<file path="config.mk">
export PLATFORM = sky130hd
export DESIGN_NAME = job_sequencing_with_deadlines_core
export DESIGN_NICKNAME = d
export VERILOG_FILES = /design/src/rtl/jsd_pkg.sv /design/src/rtl/jsd_ram.sv /design/src/rtl/jsd_ctrl.sv /design/src/rtl/jsd_dp.sv /design/src/rtl/job_sequencing_with_deadlines_core.sv
export VERILOG_INCLUDE_DIRS = /design/src /design/src/rtl
export SDC_FILE = /design/constraint.sdc
export NUM_CORES = 2
export LEC_CHECK = 0
export ABC_AREA = 1
export BUFFER_PORTS_ARGS = -buffer_cell sky130_fd_sc_hd__buf_2
export CAP_MARGIN = 20
export CORE_MARGIN = 10
export CORE_UTILIZATION = 45
export DETAILED_ROUTE_END_ITERATION = 6
export GPL_TIMING_DRIVEN = 0
export SLEW_MARGIN = 10
export SYNTH_ARGS = -nofsm -noshare
export SYNTH_HDL_FRONTEND = slang
export SYNTH_SLANG_ARGS = --single-unit
</file>
<file path="constraint.sdc">
create_clock -name clk -period 4.05 [get_ports clk]
set_clock_uncertainty 0.05 [all_clocks]
set_input_delay 0.6075 -clock clk [delete_from_list [all_inputs] [get_ports clk]]
set_output_delay 0.6075 -clock clk [all_outputs]
set_load 0.05 [all_outputs]
</file>
<file path="src/rtl/job_sequencing_with_deadlines_core_assert.svh">
// Assertion macros used by the job sequencing datapath
`ifndef JOB_SEQUENCING_WITH_DEADLINES_CORE_ASSERT_SVH
`define JOB_SEQUENCING_WITH_DEADLINES_CORE_ASSERT_SVH

// Same-cycle implication, sampled on clk, quiet in reset
`define JSD_ASSERT_IMP(name, ante, cons) \
    name: assert property (@(posedge clk) disable iff (!rst_n) (ante) |-> (cons)) \
        else $error("job sequencing: same-cycle check failed");

// Next-cycle implication, sampled on clk, quiet in reset
`define JSD_ASSERT_NXT(name, ante, cons) \
    name: assert property (@(posedge clk) disable iff (!rst_n) (ante) |=> (cons)) \
        else $error("job sequencing: next-cycle check failed");

`endif

</file>
<file path="src/rtl/jsd_pkg.sv">
// Package: types, constants and control structs of the job sequencer
`timescale 1ns / 1ps
package jsd_pkg;

    localparam int MAX_JOBS_DEF = 32;
    localparam int SLOT_COUNT   = 32;
    localparam int SLOT_W       = 5;
    localparam int K_W          = 6;
    localparam int ID_W         = 16;
    localparam int DL_W         = 8;
    localparam int PR_W         = 16;
    localparam int JOB_W        = ID_W + DL_W + PR_W;
    localparam int TOTAL_W      = 21;

    typedef enum logic [3:0] {
        S_LOAD,
        S_SORT_I,
        S_SORT_IW,
        S_SORT_JR,
        S_SORT_JC,
        S_ASG_RD,
        S_ASG_LD,
        S_ASG_SRCH,
        S_EMIT_SCAN,
        S_EMIT_RD
    } state_t;

    typedef enum logic [1:0] {
        RD_I,
        RD_J,
        RD_SLOT
    } rd_sel_t;

    typedef struct packed {
        logic    ld_ready;
        logic    i_clr;
        logic    i_inc;
        logic    j_set;
        logic    j_inc;
        logic    k_clr;
        logic    k_inc;
        logic    k_dec;
        logic    k_horizon;
        rd_sel_t rd_sel;
        logic    a_load;
        logic    wr_i;
        logic    swap;
        logic    take;
        logic    out_load;
        logic    batch_clr;
    } cmd_t;

    typedef struct packed {
        logic i_end;
        logic i_last;
        logic j_end;
        logic greater;
        logic k_zero;
        logic slot_free;
        logic k_end;
        logic k_taken;
        logic out_full;
    } sts_t;

endpackage

</file>
<file path="src/rtl/jsd_ram.sv">
// Generic single-write, single-read RAM with registered read data
`timescale 1ns / 1ps
module jsd_ram #(
    parameter int WIDTH = 8,
    parameter int DEPTH = 32
) (
    input  logic                     clk,
    input  logic                     we,
    input  logic [$clog2(DEPTH)-1:0] waddr,
    input  logic [WIDTH-1:0]         wdata,
    input  logic [$clog2(DEPTH)-1:0] raddr,
    output logic [WIDTH-1:0]         rdata
);

    logic [WIDTH-1:0] mem [DEPTH];

    // Write port
    always_ff @(posedge clk)
    begin
        if (we)
        begin
            mem[waddr] <= wdata;
        end
    end

    // Registered read port
    always_ff @(posedge clk)
    begin
        rdata <= mem[raddr];
    end

endmodule

</file>
<file path="src/rtl/jsd_ctrl.sv">
// Controller: sequences loading, exchange sort, slot assignment and emission
`timescale 1ns / 1ps
module jsd_ctrl (
    input  logic          clk,
    input  logic          rst_n,
    input  logic          in_valid,
    input  logic          last_job,
    input  jsd_pkg::sts_t sts,
    output jsd_pkg::cmd_t cmd
);
    import jsd_pkg::*;

    state_t state_reg;
    state_t state_next;

    // State register
    always_ff @(posedge clk or negedge rst_n)
    begin
        if (!rst_n)
        begin
            state_reg <= S_LOAD;
        end
        else
        begin
            state_reg <= state_next;
        end
    end

    // Next state
    always_comb
    begin
        state_next = state_reg;
        unique case (state_reg)
            S_LOAD:
            begin
                if (in_valid && last_job)
                begin
                    state_next = S_SORT_I;
                end
            end
            S_SORT_I:    state_next = sts.i_last ? S_ASG_RD : S_SORT_IW;
            S_SORT_IW:   state_next = S_SORT_JR;
            S_SORT_JR:   state_next = sts.j_end ? S_SORT_I : S_SORT_JC;
            S_SORT_JC:   state_next = S_SORT_JR;
            S_ASG_RD:    state_next = sts.i_end ? S_EMIT_SCAN : S_ASG_LD;
            S_ASG_LD:    state_next = S_ASG_SRCH;
            S_ASG_SRCH:
            begin
                if (sts.k_zero || sts.slot_free)
                begin
                    state_next = S_ASG_RD;
                end
            end
            S_EMIT_SCAN:
            begin
                if (sts.k_end)
                begin
                    state_next = S_LOAD;
                end
                else if (sts.k_taken && !sts.out_full)
                begin
                    state_next = S_EMIT_RD;
                end
            end
            S_EMIT_RD:   state_next = S_EMIT_SCAN;
            default:     state_next = S_LOAD;
        endcase
    end

    // Commands to the datapath
    always_comb
    begin
        cmd        = '0;
        cmd.rd_sel = RD_I;
        unique case (state_reg)
            S_LOAD:
            begin
                cmd.ld_ready = 1'b1;
                cmd.i_clr    = 1'b1;
            end
            S_SORT_I:
            begin
                cmd.rd_sel = RD_I;
                cmd.i_clr  = sts.i_last;
            end
            S_SORT_IW:
            begin
                cmd.a_load = 1'b1;
                cmd.j_set  = 1'b1;
            end
            S_SORT_JR:
            begin
                cmd.rd_sel = RD_J;
                cmd.wr_i   = sts.j_end;
                cmd.i_inc  = sts.j_end;
            end
            S_SORT_JC:
            begin
                cmd.swap  = sts.greater;
                cmd.j_inc = 1'b1;
            end
            S_ASG_RD:
            begin
                cmd.rd_sel = RD_I;
                cmd.k_clr  = sts.i_end;
            end
            S_ASG_LD:
            begin
                cmd.k_horizon = 1'b1;
            end
            S_ASG_SRCH:
            begin
                if (sts.k_zero)
                begin
                    cmd.i_inc = 1'b1;
                end
                else if (sts.slot_free)
                begin
                    cmd.take  = 1'b1;
                    cmd.i_inc = 1'b1;
                end
                else
                begin
                    cmd.k_dec = 1'b1;
                end
            end
            S_EMIT_SCAN:
            begin
                cmd.rd_sel = RD_SLOT;
                if (sts.k_end)
                begin
                    cmd.batch_clr = 1'b1;
                end
                else if (!sts.k_taken)
                begin
                    cmd.k_inc = 1'b1;
                end
            end
            S_EMIT_RD:
            begin
                cmd.out_load = 1'b1;
                cmd.k_inc    = 1'b1;
            end
            default:
            begin
                cmd.rd_sel = RD_I;
            end
        endcase
    end

endmodule

</file>
<file path="src/rtl/jsd_dp.sv">
// Datapath: job store, counters, slot table and output register
`timescale 1ns / 1ps
module jsd_dp #(
    parameter int MAX_JOBS = jsd_pkg::MAX_JOBS_DEF
) (
    input  logic                        clk,
    input  logic                        rst_n,
    input  jsd_pkg::cmd_t               cmd,
    output jsd_pkg::sts_t               sts,
    input  logic                        in_valid,
    input  logic [jsd_pkg::ID_W-1:0]    job_id,
    input  logic [jsd_pkg::DL_W-1:0]    deadline,
    input  logic [jsd_pkg::PR_W-1:0]    profit,
    output logic                        out_valid,
    input  logic                        out_ready,
    output logic [jsd_pkg::SLOT_W-1:0]  slot_index,
    output logic [jsd_pkg::ID_W-1:0]    sched_job_id,
    output logic [jsd_pkg::DL_W-1:0]    sched_deadline,
    output logic [jsd_pkg::PR_W-1:0]    sched_profit,
    output logic [jsd_pkg::TOTAL_W-1:0] running_total,
    output logic                        overflow,
    output logic                        last_result
);
    import jsd_pkg::*;
    `include "job_sequencing_with_deadlines_core_assert.svh"

    localparam int IDX_W = $clog2(MAX_JOBS);
    localparam int CNT_W = $clog2(MAX_JOBS + 1);

    logic [CNT_W-1:0]      cnt_reg;
    logic                  ovf_reg;
    logic [CNT_W-1:0]      i_reg;
    logic [CNT_W-1:0]      j_reg;
    logic [K_W-1:0]        k_reg;
    logic [K_W-1:0]        k_next;
    logic [JOB_W-1:0]      a_reg;
    logic [SLOT_COUNT-1:0] taken_reg;
    logic [IDX_W-1:0]      slot_job_reg [SLOT_COUNT];
    logic [TOTAL_W-1:0]    total_reg;
    logic [TOTAL_W-1:0]    total_next;
    logic                  out_valid_reg;
    logic [SLOT_W-1:0]     slot_reg;
    logic [JOB_W-1:0]      job_out_reg;
    logic [TOTAL_W-1:0]    tot_out_reg;
    logic                  ovf_out_reg;
    logic                  last_out_reg;

    logic                  accept;
    logic                  cnt_full;
    logic                  ram_we;
    logic [IDX_W-1:0]      ram_waddr;
    logic [JOB_W-1:0]      ram_wdata;
    logic [IDX_W-1:0]      ram_raddr;
    logic [JOB_W-1:0]      ram_rdata;
    logic [DL_W-1:0]       cnt_dl;
    logic [DL_W-1:0]       hz_a;
    logic [K_W-1:0]        horizon;
    logic [SLOT_W-1:0]     k_lo;
    logic [SLOT_W-1:0]     k_m1;
    logic [SLOT_COUNT-1:0] later;
    logic [CNT_W:0]        i_plus1;

    assign accept   = in_valid && cmd.ld_ready;
    assign cnt_full = (cnt_reg == CNT_W'(MAX_JOBS));
    assign k_lo     = k_reg[SLOT_W-1:0];
    assign k_m1     = SLOT_W'(k_reg - K_W'(1));
    assign i_plus1  = {1'b0, i_reg} + (CNT_W + 1)'(1);

    // Select store write source
    always_comb
    begin
        ram_we    = (accept && !cnt_full) || cmd.wr_i || cmd.swap;
        ram_wdata = a_reg;
        ram_waddr = j_reg[IDX_W-1:0];
        if (accept)
        begin
            ram_wdata = {job_id, deadline, profit};
            ram_waddr = cnt_reg[IDX_W-1:0];
        end
        else if (cmd.wr_i)
        begin
            ram_waddr = i_reg[IDX_W-1:0];
        end
    end

    // Select store read address
    always_comb
    begin
        unique case (cmd.rd_sel)
            RD_I:    ram_raddr = i_reg[IDX_W-1:0];
            RD_J:    ram_raddr = j_reg[IDX_W-1:0];
            RD_SLOT: ram_raddr = slot_job_reg[k_lo];
            default: ram_raddr = i_reg[IDX_W-1:0];
        endcase
    end

    jsd_ram #(
        .WIDTH (JOB_W),
        .DEPTH (MAX_JOBS)
    ) u_store (
        .clk   (clk),
        .we    (ram_we),
        .waddr (ram_waddr),
        .wdata (ram_wdata),
        .raddr (ram_raddr),
        .rdata (ram_rdata)
    );

    // Horizon: min(count, deadline, slot count)
    always_comb
    begin
        cnt_dl = DL_W'(cnt_reg);
        hz_a   = (cnt_dl < ram_rdata[PR_W +: DL_W]) ? cnt_dl : ram_rdata[PR_W +: DL_W];
        if (hz_a > DL_W'(SLOT_COUNT))
        begin
            horizon = K_W'(SLOT_COUNT);
        end
        else
        begin
            horizon = K_W'(hz_a);
        end
    end

    // Slot counter
    always_comb
    begin
        k_next = k_reg;
        if (cmd.k_clr)
        begin
            k_next = '0;
        end
        else if (cmd.k_horizon)
        begin
            k_next = horizon;
        end
        else if (cmd.k_dec)
        begin
            k_next = k_reg - K_W'(1);
        end
        else if (cmd.k_inc)
        begin
            k_next = k_reg + K_W'(1);
        end
    end

    assign total_next = total_reg + TOTAL_W'(ram_rdata[PR_W-1:0]);
    assign later      = (taken_reg >> k_lo) >> 1;

    // Control registers
    always_ff @(posedge clk or negedge rst_n)
    begin
        if (!rst_n)
        begin
            cnt_reg       <= '0;
            ovf_reg       <= 1'b0;
            i_reg         <= '0;
            j_reg         <= '0;
            k_reg         <= '0;
            taken_reg     <= '0;
            total_reg     <= '0;
            out_valid_reg <= 1'b0;
        end
        else
        begin
            k_reg <= k_next;
            // Load word or flag a dropped one
            if (accept)
            begin
                if (cnt_full)
                begin
                    ovf_reg <= 1'b1;
                end
                else
                begin
                    cnt_reg <= cnt_reg + CNT_W'(1);
                end
            end
            if (cmd.i_clr)
            begin
                i_reg <= '0;
            end
            else if (cmd.i_inc)
            begin
                i_reg <= i_reg + CNT_W'(1);
            end
            if (cmd.j_set)
            begin
                j_reg <= CNT_W'(i_plus1);
            end
            else if (cmd.j_inc)
            begin
                j_reg <= j_reg + CNT_W'(1);
            end
            if (cmd.take)
            begin
                taken_reg[k_m1] <= 1'b1;
            end
            if (cmd.out_load)
            begin
                total_reg <= total_next;
            end
            // Return batch state to rest
            if (cmd.batch_clr)
            begin
                cnt_reg   <= '0;
                ovf_reg   <= 1'b0;
                taken_reg <= '0;
                total_reg <= '0;
            end
            if (cmd.out_load)
            begin
                out_valid_reg <= 1'b1;
            end
            else if (out_ready)
            begin
                out_valid_reg <= 1'b0;
            end
        end
    end

    // Payload registers
    always_ff @(posedge clk)
    begin
        if (cmd.a_load || cmd.swap)
        begin
            a_reg <= ram_rdata;
        end
        if (cmd.take)
        begin
            slot_job_reg[k_m1] <= i_reg[IDX_W-1:0];
        end
        if (cmd.out_load)
        begin
            slot_reg     <= k_lo;
            job_out_reg  <= ram_rdata;
            tot_out_reg  <= total_next;
            ovf_out_reg  <= ovf_reg;
            last_out_reg <= (later == '0);
        end
    end

    // Status to the controller
    always_comb
    begin
        sts.i_end     = ({1'b0, i_reg} >= {1'b0, cnt_reg});
        sts.i_last    = (i_plus1 >= {1'b0, cnt_reg});
        sts.j_end     = (j_reg >= cnt_reg);
        sts.greater   = (ram_rdata[PR_W-1:0] > a_reg[PR_W-1:0]);
        sts.k_zero    = (k_reg == '0);
        sts.slot_free = !taken_reg[k_m1];
        sts.k_end     = k_reg[K_W-1];
        sts.k_taken   = taken_reg[k_lo];
        sts.out_full  = out_valid_reg;
    end

    assign out_valid      = out_valid_reg;
    assign slot_index     = slot_reg;
    assign sched_job_id   = job_out_reg[JOB_W-1 -: ID_W];
    assign sched_deadline = job_out_reg[PR_W +: DL_W];
    assign sched_profit   = job_out_reg[PR_W-1:0];
    assign running_total  = tot_out_reg;
    assign overflow       = ovf_out_reg;
    assign last_result    = last_out_reg;

    // Never overwrite a word still waiting at the output
    `JSD_ASSERT_IMP(a_no_overwrite, cmd.out_load, !out_valid_reg)
    // Only claim a free slot inside the horizon
    `JSD_ASSERT_IMP(a_take_free, cmd.take, (k_reg != '0) && !taken_reg[k_m1])
    // A word arriving at a full store marks the batch
    `JSD_ASSERT_NXT(a_full_flags, accept && cnt_full && !cmd.batch_clr, ovf_reg)

endmodule

</file>
<file path="src/rtl/job_sequencing_with_deadlines_core.sv">
// Top level of the greedy job sequencer with deadlines
//
//  channel | handshake            | payload
//  in      | in_valid / in_ready  | job_id, deadline, profit, last_job
//  out     | out_valid / out_ready| slot_index, sched_job_id, sched_deadline,
//          |                      | sched_profit, running_total, overflow, last_result
//
// A non-final word is accepted in the load state. The final word starts the batch:
// an exchange sort (a read state and a compare state per pair, one store read port),
// then per job a read, a horizon load and a search over occupied slots, then a scan
// and a read per emitted slot and a scan step per empty slot over 32 slots. No clearing
// pass after reset. in_ready is low from the final word until emission ends; a stalled
// output holds the scan until its word is taken.
`timescale 1ns / 1ps
module job_sequencing_with_deadlines_core #(
    parameter int MAX_JOBS = jsd_pkg::MAX_JOBS_DEF
) (
    input  logic                        clk,
    input  logic                        rst_n,
    input  logic                        in_valid,
    output logic                        in_ready,
    input  logic [jsd_pkg::ID_W-1:0]    job_id,
    input  logic [jsd_pkg::DL_W-1:0]    deadline,
    input  logic [jsd_pkg::PR_W-1:0]    profit,
    input  logic                        last_job,
    output logic                        out_valid,
    input  logic                        out_ready,
    output logic [jsd_pkg::SLOT_W-1:0]  slot_index,
    output logic [jsd_pkg::ID_W-1:0]    sched_job_id,
    output logic [jsd_pkg::DL_W-1:0]    sched_deadline,
    output logic [jsd_pkg::PR_W-1:0]    sched_profit,
    output logic [jsd_pkg::TOTAL_W-1:0] running_total,
    output logic                        overflow,
    output logic                        last_result
);
    import jsd_pkg::*;

    cmd_t cmd;
    sts_t sts;

    assign in_ready = cmd.ld_ready;

    jsd_ctrl u_ctrl (
        .clk      (clk),
        .rst_n    (rst_n),
        .in_valid (in_valid),
        .last_job (last_job),
        .sts      (sts),
        .cmd      (cmd)
    );

    jsd_dp #(
        .MAX_JOBS (MAX_JOBS)
    ) u_dp (
        .clk            (clk),
        .rst_n          (rst_n),
        .cmd            (cmd),
        .sts            (sts),
        .in_valid       (in_valid),
        .job_id         (job_id),
        .deadline       (deadline),
        .profit         (profit),
        .out_valid      (out_valid),
        .out_ready      (out_ready),
        .slot_index     (slot_index),
        .sched_job_id   (sched_job_id),
        .sched_deadline (sched_deadline),
        .sched_profit   (sched_profit),
        .running_total  (running_total),
        .overflow       (overflow),
        .last_result    (last_result)
    );

endmodule

</file>
=== Word-level counts from Yosys, hierarchy flattened ===
Memory sizes are Yosys's and may differ from the RTL's. A register that Yosys moved wholly into a read port is not among the register bits.
Index checks and enable logic that the tools add are counted.

* Memories: 2
* Bits in latches: 0
* Bits in writable memories: 1,440
* Output and inout bits: 70
* Memory bits (read-only): 0
* Bits in registers: 191
* Input port bits: 45
* Word-level logic and storage cells: 145

* Shift-type cells: 1
* Equal/unequal tests: 16
* Bitwise logic cells: 1
* Muxes and demuxes: 67
* Divide/modulo/power cells: 0
* Reductions and logical operators: 27
* Multiply operators: 0
* Order comparisons: 9
* Add/sub/neg operators: 7

{| class="wikitable"
|+ Memory list
! memory !! depth !! width !! read ports !! clocked after memory_dff !! write ports !! line !! text
|-
| u_dp.u_store.mem || 32 || 40 || 1 || 1 || 1 || jsd_ram.sv:15 || <nowiki>logic [WIDTH-1:0] mem [DEPTH];</nowiki>
|-
| u_dp.slot_job_reg || 32 || 5 || 1 || 0 || 1 || jsd_dp.sv:38 || <nowiki>logic [IDX_W-1:0] slot_job_reg [SLOT_COUNT];</nowiki>
|}

{| class="wikitable"
|+ Operators by type and width
! operator !! number
|-
| $mux 6 || 12
|-
| $mux 32 || 2
|-
| $mux 21 || 2
|-
| $mux 40 || 1
|-
| $pmux 4 s9 || 1
|-
| $logic_not 32->1 || 1
|-
| $or 32x32->32 || 1
|-
| $shr 32x5->32 || 1
|-
| $mux 1 || 31
|-
| $add 6x1->6 const B || 4
|-
| $add 21x16->21 || 1
|-
| $mux 4 || 5
|-
| $eq 4x3->1 const B || 4
|-
| $gt 16x16->1 || 1
|-
| $reduce_bool 2->1 || 7
|-
| $ge 6x6->1 || 2
|-
| $lt 5x6->1 const B || 2
|-
| $bmux 1 s5 || 2
|-
| $mux 5 || 2
|-
| $pmux 5 s2 || 1
|-
| $eq 4x2->1 const B || 2
|-
| $eq 4x4->1 const B || 2
|-
| $gt 8x6->1 const B || 1
|-
| $lt 6x8->1 || 1
|-
| 25 further kinds || 39
|}

=== Logic depth before layout (Yosys ltp) ===
* Depth in word-level cells: 9
* Gate-level depth with buffers: 22
* Depth with buffers taken out: 18

=== Cells and area by module ===
From an unflattened synthesis, not the netlist that was laid out.

* Cell total of the unflattened synthesis: 6,287
* Area, all modules: 70,183.6 um^2

{| class="wikitable"
|+ Modules (own cells, without submodules)
! module !! seq. area each (um^2) !! cells each !! area an instance (um^2) !! instances
|-
| jsd_ram || 39,237.6 || 4,407 || 52,402.8 || 1
|-
| jsd_dp || 10,024.6 || 1,803 || 17,324.1 || 1
|-
| jsd_ctrl || 100.1 || 77 || 456.7 || 1
|}

=== Worst setup path after synthesis ===
Ideal clock, no wire load.

* Path kind: reg-to-reg
* From: register u_ctrl.state_reg[0]
* To: memory u_dp.u_store.mem[10][0] (netlist name), enable pin
* Buffers on the path: 1
* Setup time: 0.438 ns
* Data arrival time: 4.275 ns
* Slack: -0.713 ns
* Data required time: 3.562 ns
* Clock period less this slack: 4.763 ns
* Stages on the path, launching flop included: 11
* Path through: dfrtp_1 -> nor2_1 -> inv_1 -> nor2_1 -> inv_1 -> nor2_1 -> inv_1 -> clkbuf_1 -> o21ai_0 -> nand3_1 -> nor2_1

* Word-level cells in the longest chain between the ends: 8
* Elaborated cells between the ends (all ways): 14
* Those cells by class: 2 x eq/ne; 7 x mux; 5 x reduce/logical

{| class="wikitable"
|+ RTL lines
! element !! line !! text
|-
| start: declaration || jsd_ctrl.sv:13 || <nowiki>state_t state_reg;</nowiki>
|-
| start signal: assignment || jsd_ctrl.sv:25 || <nowiki>state_reg <= state_next;</nowiki>
|-
| $logic_not 4->1 (*) || jsd_ctrl.sv:75 || <nowiki>unique case (state_reg)</nowiki>
|-
| $mux 1 (*) || jsd_ctrl.sv:75 ||
|-
| named net in_ready || job_sequencing_with_deadlines_core.sv:21 || <nowiki>output logic in_ready,</nowiki>
|-
| $logic_and 1x1->1 (*) || jsd_dp.sv:63 || <nowiki>assign accept = in_valid && cmd.ld_ready;</nowiki>
|-
| $logic_and 1x1->1 || jsd_dp.sv:72 || <nowiki>ram_we = (accept && !cnt_full) || cmd.wr_i || cmd.swap;</nowiki>
|-
| $logic_or 1x1->1 (2 in series) || jsd_dp.sv:72 ||
|-
| $mux 1 || jsd_ram.sv:20 || <nowiki>if (we)</nowiki>
|-
| $mux 1 (not written as such) || jsd_ram.sv:22 || <nowiki>mem[waddr] <= wdata;</nowiki>
|-
| end: declaration || jsd_ram.sv:15 ||
|}

Mark *: on every way through the listed nets, which the timed path passes. The rest lies on a longest branch.

=== Final worst setup path ===
* From: register u_dp.k_reg[0]
* To: register u_dp.u_store.rdata[35] (read register of u_dp.u_store.mem)

* Word-level cells in the longest chain between the ends: 2

{| class="wikitable"
|+ RTL lines
! element !! line !! text
|-
| start: declaration || jsd_dp.sv:34 || <nowiki>logic [K_W-1:0] k_reg;</nowiki>
|-
| start signal: assignment || jsd_dp.sv:165 || <nowiki>k_reg <= k_next;</nowiki>
|-
| $mem_v2 32x5 || n/a ||
|-
| $pmux 5 s2 || jsd_dp.sv:89 || <nowiki>unique case (cmd.rd_sel)</nowiki>
|-
| end: declaration || jsd_ram.sv:12 || <nowiki>output logic [WIDTH-1:0] rdata</nowiki>
|}

Every way passes these cells.
A chain may end at the register's enable or synchronous reset.

==> out/qor.csv <==
metric,value,unit
ratio of cells with drive above 1 in the final layout,13.16,%
number of cells in the finished layout apart from fillers,9784,
maximum number of pins on one net before global-route repair,52,
reg2reg path depth,15,
unrepaired setup endpoints after global routing,true,
mux cell area share after synthesis,0.02700,%
routed wire length on met2,108.4,mm
"share of synthesized cell area in and, or, nand and nor gates",21.96,%
vias after detailed routing,53666,
critical path arrival,4.58,ns
CP Cell Sequence,buf_6 -> buf_4 -> buf_4 -> buf_2 -> o21ai_0 -> o221ai_1 -> nand3_1 -> nand3_1 -> nand3_1 -> a22oi_2 -> buf_12 -> inv_1 -> clkbuf_1 -> nand2_1 -> nand2_1,
startpoint kind of the worst setup timing path,register,
Worst path slowest cell,sky130_fd_sc_hd__dfrtp_2,
number of synthesized register bits,1671,
Async SR Flop Fraction,4.967,%
layout net count,7566,
post-synthesis sequential area ratio,66.57,%
Worst Tran Pin Value,0.9055,ns
kind of cell with the highest combined delay on the critical path,buffers and inverters,
final antenna-violating net count,0,
worst slew margin relative to its limit,39.42,%
first-iteration detailed-routing DRC count,6458,
post-detailed-placement half-perimeter wirelength,150.9,mm
Fmax,253.0,MHz
path type of the worst setup path,reg2reg,
count of endpoints failing hold in the final timing report,0,
Buffers on Ports,114,
R2R Setup Slk,0.1,ns
number of fillers in the final layout,14106,
via count of the first global-routing pass,50774,
critical path endpoint category,register,
insertion delay of the later-clocked pin in the worst-skew pair,0.85,ns
final critical delay including setup and external delays,3.953,ns
Routed wire per std cell,23.88,µm
hold path cells,3,
Post-Synthesis Net Count,7104,
num rows,148,
worst IR drop on VDD,0.0007282,V
WL final,233.6,mm
vertical die dimension,425.9,µm
Worst Hold Launch,profit[15],
initial antenna violation count,21,
crit-path max cell delay,0.48,ns
total count of max-transition violations in the final report,0,
count of endpoints failing setup in the final report,0,
number of buffers and inverters on the critical path,7,
GRT Util Overall,25.15,%
number of instances in the placed design,9344,
setup TNS,0,ns
core area,163300,µm²
count of flip-flops with a built-in enable after synthesis,1548,
first-pass GRT wire length,336.6,mm
root buffer selected by CTS,sky130_fd_sc_hd__clkbuf_16,
largest buffer count on any clock path,3,
main flop type after synthesis,sky130_fd_sc_hd__edfxtp_1,
synth warn,0,
unique cell type count in the Yosys netlist,57,
count of max-cap constraint violations,0,
adder-cell share of the synthesized area,1.124,%
H-tree depth reported by CTS,4,
effective utilization at floorplan,45.40,%
parity-gate share of the synthesized area counting xor and xnor cells,0.3408,%
post-route met1 wirelength,94.67,mm
most frequent cell on the critical path,sky130_fd_sc_hd__nand3_1,
average via count per standard cell,5.485,
highest routed layer,met5,
complex-gate fraction of the synthesized area,2.754,%
CTS Buf Count,175,
Die ar.,181400,µm²
kind of path behind the tightest hold check,in2reg,
"flip-flop count of the largest register, all copies and words added",1280,
main combinational cell family by area after synthesis,simple AND/OR/NAND/NOR gates,
worst endpoint required time,4.68,ns
post-synthesis instance area,74150,µm²
outcome,"complete, no violations",
total power density per cell area,875.8,nW/µm²
Crit Path Max Fanout,10,
last weighted congestion value of the routability-driven placer,0.9492,
CTS tree,built,
Congestion Overflow GR,0,
final period utilization,97.59,%
Mean Syn Cell Area,10.60,µm²
post-route core utilization,53.12,%
top-level I/O count,115,
layout overhead on the synthesized area,16.99,%
clock-pin slew on the worst setup and hold paths,0.06,ns
detailed route wirelength on metal3,20.27,mm
static leakage power,0.03517,µW
clock sink total,1671,
worst r2r src,u_dp.k_reg[0],
remaining design rule violation count,0,
end of the worst register-to-register path,u_dp.u_store.rdata[35],
total iterations of the first detailed-routing run,6,
horizontal extent of the die,425.9,µm
end point of the worst hold path,u_dp.u_store.mem[22][15],
synthesized instance count,6993,
-- final cells by class --
class	instances	area, µm²	share of cell area (%)
clock inverters	100	1162	1.340
clock buffers	222	4677	5.391
flip-flops and latches	1671	49370	56.90
multi-input cells	4067	20450	23.58
inverters	869	3289	3.792
diodes	9	22.52	0.02596
plain buffers	413	2192	2.527
well taps	2175	2721	3.137
repair buffers	258	2870	3.308
-- worst max-delay path by stage --
stage                             start                       end  slack, ns  cells after the start
global route              u_dp.k_reg[2]    u_dp.u_store.rdata[14]      -0.03                     19
floorplan           u_ctrl.state_reg[0]    u_dp.u_store.mem[0][0]      -0.38                     12
detailed placement  u_ctrl.state_reg[0]  u_dp.u_store.mem[26][24]      -1.24                     11
finish                    u_dp.k_reg[0]    u_dp.u_store.rdata[35]        0.1                     15
CTS                     u_dp.cnt_reg[4]  u_dp.u_store.mem[20][21]      -0.04                     14
global placement               in_valid  u_dp.u_store.mem[24][29]      -3.34                      9
-- worst min-delay path: stages --
cell and delay [ns]:
sky130_fd_sc_hd__buf_2 0.10, sky130_fd_sc_hd__nand2_1 0.08, sky130_fd_sc_hd__o21ai_4 0.15
-- report_power, final --
group	switching [µW]	leakage (µW)	internal, µW
registers	897	0.0155	23000
logic	25900	0.0168	9820
clock network	6910	0.00284	9440
total	33700	0.0352	42300
-- metrics by stage --
stage | area (µm²) | setup slack (ns) | total power, µW | hold WS [ns]
5_1_grt | 86740 | -0.02798 | 79760 | 0.1969
2_1_floorplan | 74270 | -0.3837 | 44130 | 0.2619
4_1_cts | 86300 | -0.03713 | 75210 | 0.1576
3_3_place_gp | 77560 | -3.340 | 56830 | 0.3595
3_5_place_dp | 79290 | -1.238 | 57980 | 0.3617
6_report | 86760 | 0.09748 | 75990 | 0.2057
-- cell families after synthesis --
group,Yosys count
compound gates,338
xor+xnor,28
fa+ha+maj,66
buf+inv,1284
flops,1671
mux,2
simple gates,3604
-- synthesized netlist by cell type (all sizes together), types with 16 or more instances --
cell type / number / area (µm²)
nand3b: 201 / 1509
nand2: 1676 / 6309
buf: 302 / 1670
dfxtp: 40 / 800.8
o221ai: 24 / 210.2
nor3: 16 / 80.08
clkbuf: 113 / 424.2
dfrtp: 83 / 2077
edfxtp: 1548 / 46480
nand3: 1487 / 7457
xor2: 19 / 173.9
ha: 65 / 813.3
o21ai: 169 / 857.1
inv: 868 / 3261
nor2: 205 / 794.5
a21oi: 71 / 377.9
-- routing by layer --
layer	GRT usage [%]	vias to the layer above
met2	40.27	2499
met5	0	-
li1	-	24793
met4	10.89	4
met1	33.66	25886
met3	4.387	484
-- what timing repair did --
item,in CTS,in global routing
pin swaps,45,7
hold buffers,2,0
setup buffers,56,22
hold endpoints to repair,33,0
setup endpoints to repair,1525,1618
resized for setup,102,48
gates cloned,29,0
-- placed cells by master, fill, tap and decap left out, types with 13 or more instances in the layout --
cell type | Yosys | final
sky130_fd_sc_hd__nand2_1 | 1669 | 1634
sky130_fd_sc_hd__edfxtp_1 | 1548 | 1548
sky130_fd_sc_hd__nand3_1 | 1484 | 1479
sky130_fd_sc_hd__inv_1 | 858 | 840
sky130_fd_sc_hd__buf_2 | 219 | 328
sky130_fd_sc_hd__nand3b_1 | 201 | 201
sky130_fd_sc_hd__clkbuf_16 | 0 | 177
sky130_fd_sc_hd__nor2_1 | 201 | 168
sky130_fd_sc_hd__clkbuf_1 | 113 | 124
sky130_fd_sc_hd__o21ai_0 | 131 | 112
sky130_fd_sc_hd__buf_4 | 34 | 93
sky130_fd_sc_hd__dfrtp_1 | 83 | 79
sky130_fd_sc_hd__buf_12 | 0 | 68
sky130_fd_sc_hd__a21oi_1 | 69 | 67
sky130_fd_sc_hd__nor2_4 | 3 | 64
sky130_fd_sc_hd__ha_1 | 65 | 63
sky130_fd_sc_hd__dfxtp_1 | 40 | 40
sky130_fd_sc_hd__o21ai_1 | 37 | 37
sky130_fd_sc_hd__clkinv_2 | 0 | 30
sky130_fd_sc_hd__nand2_2 | 7 | 28
sky130_fd_sc_hd__clkinv_1 | 1 | 27
sky130_fd_sc_hd__buf_1 | 31 | 25
sky130_fd_sc_hd__o221ai_1 | 24 | 24
sky130_fd_sc_hd__buf_6 | 18 | 22
sky130_fd_sc_hd__inv_2 | 9 | 20
sky130_fd_sc_hd__clkbuf_2 | 0 | 19
sky130_fd_sc_hd__bufinv_16 | 0 | 19
sky130_fd_sc_hd__xor2_1 | 18 | 18
sky130_fd_sc_hd__o21ai_4 | 1 | 16
sky130_fd_sc_hd__buf_16 | 0 | 16
sky130_fd_sc_hd__nand2_4 | 0 | 14
sky130_fd_sc_hd__clkinvlp_4 | 0 | 14
sky130_fd_sc_hd__nor3_1 | 16 | 13
sky130_fd_sc_hd__clkbuf_8 | 0 | 13
Power figures use the tool's default switching activity.
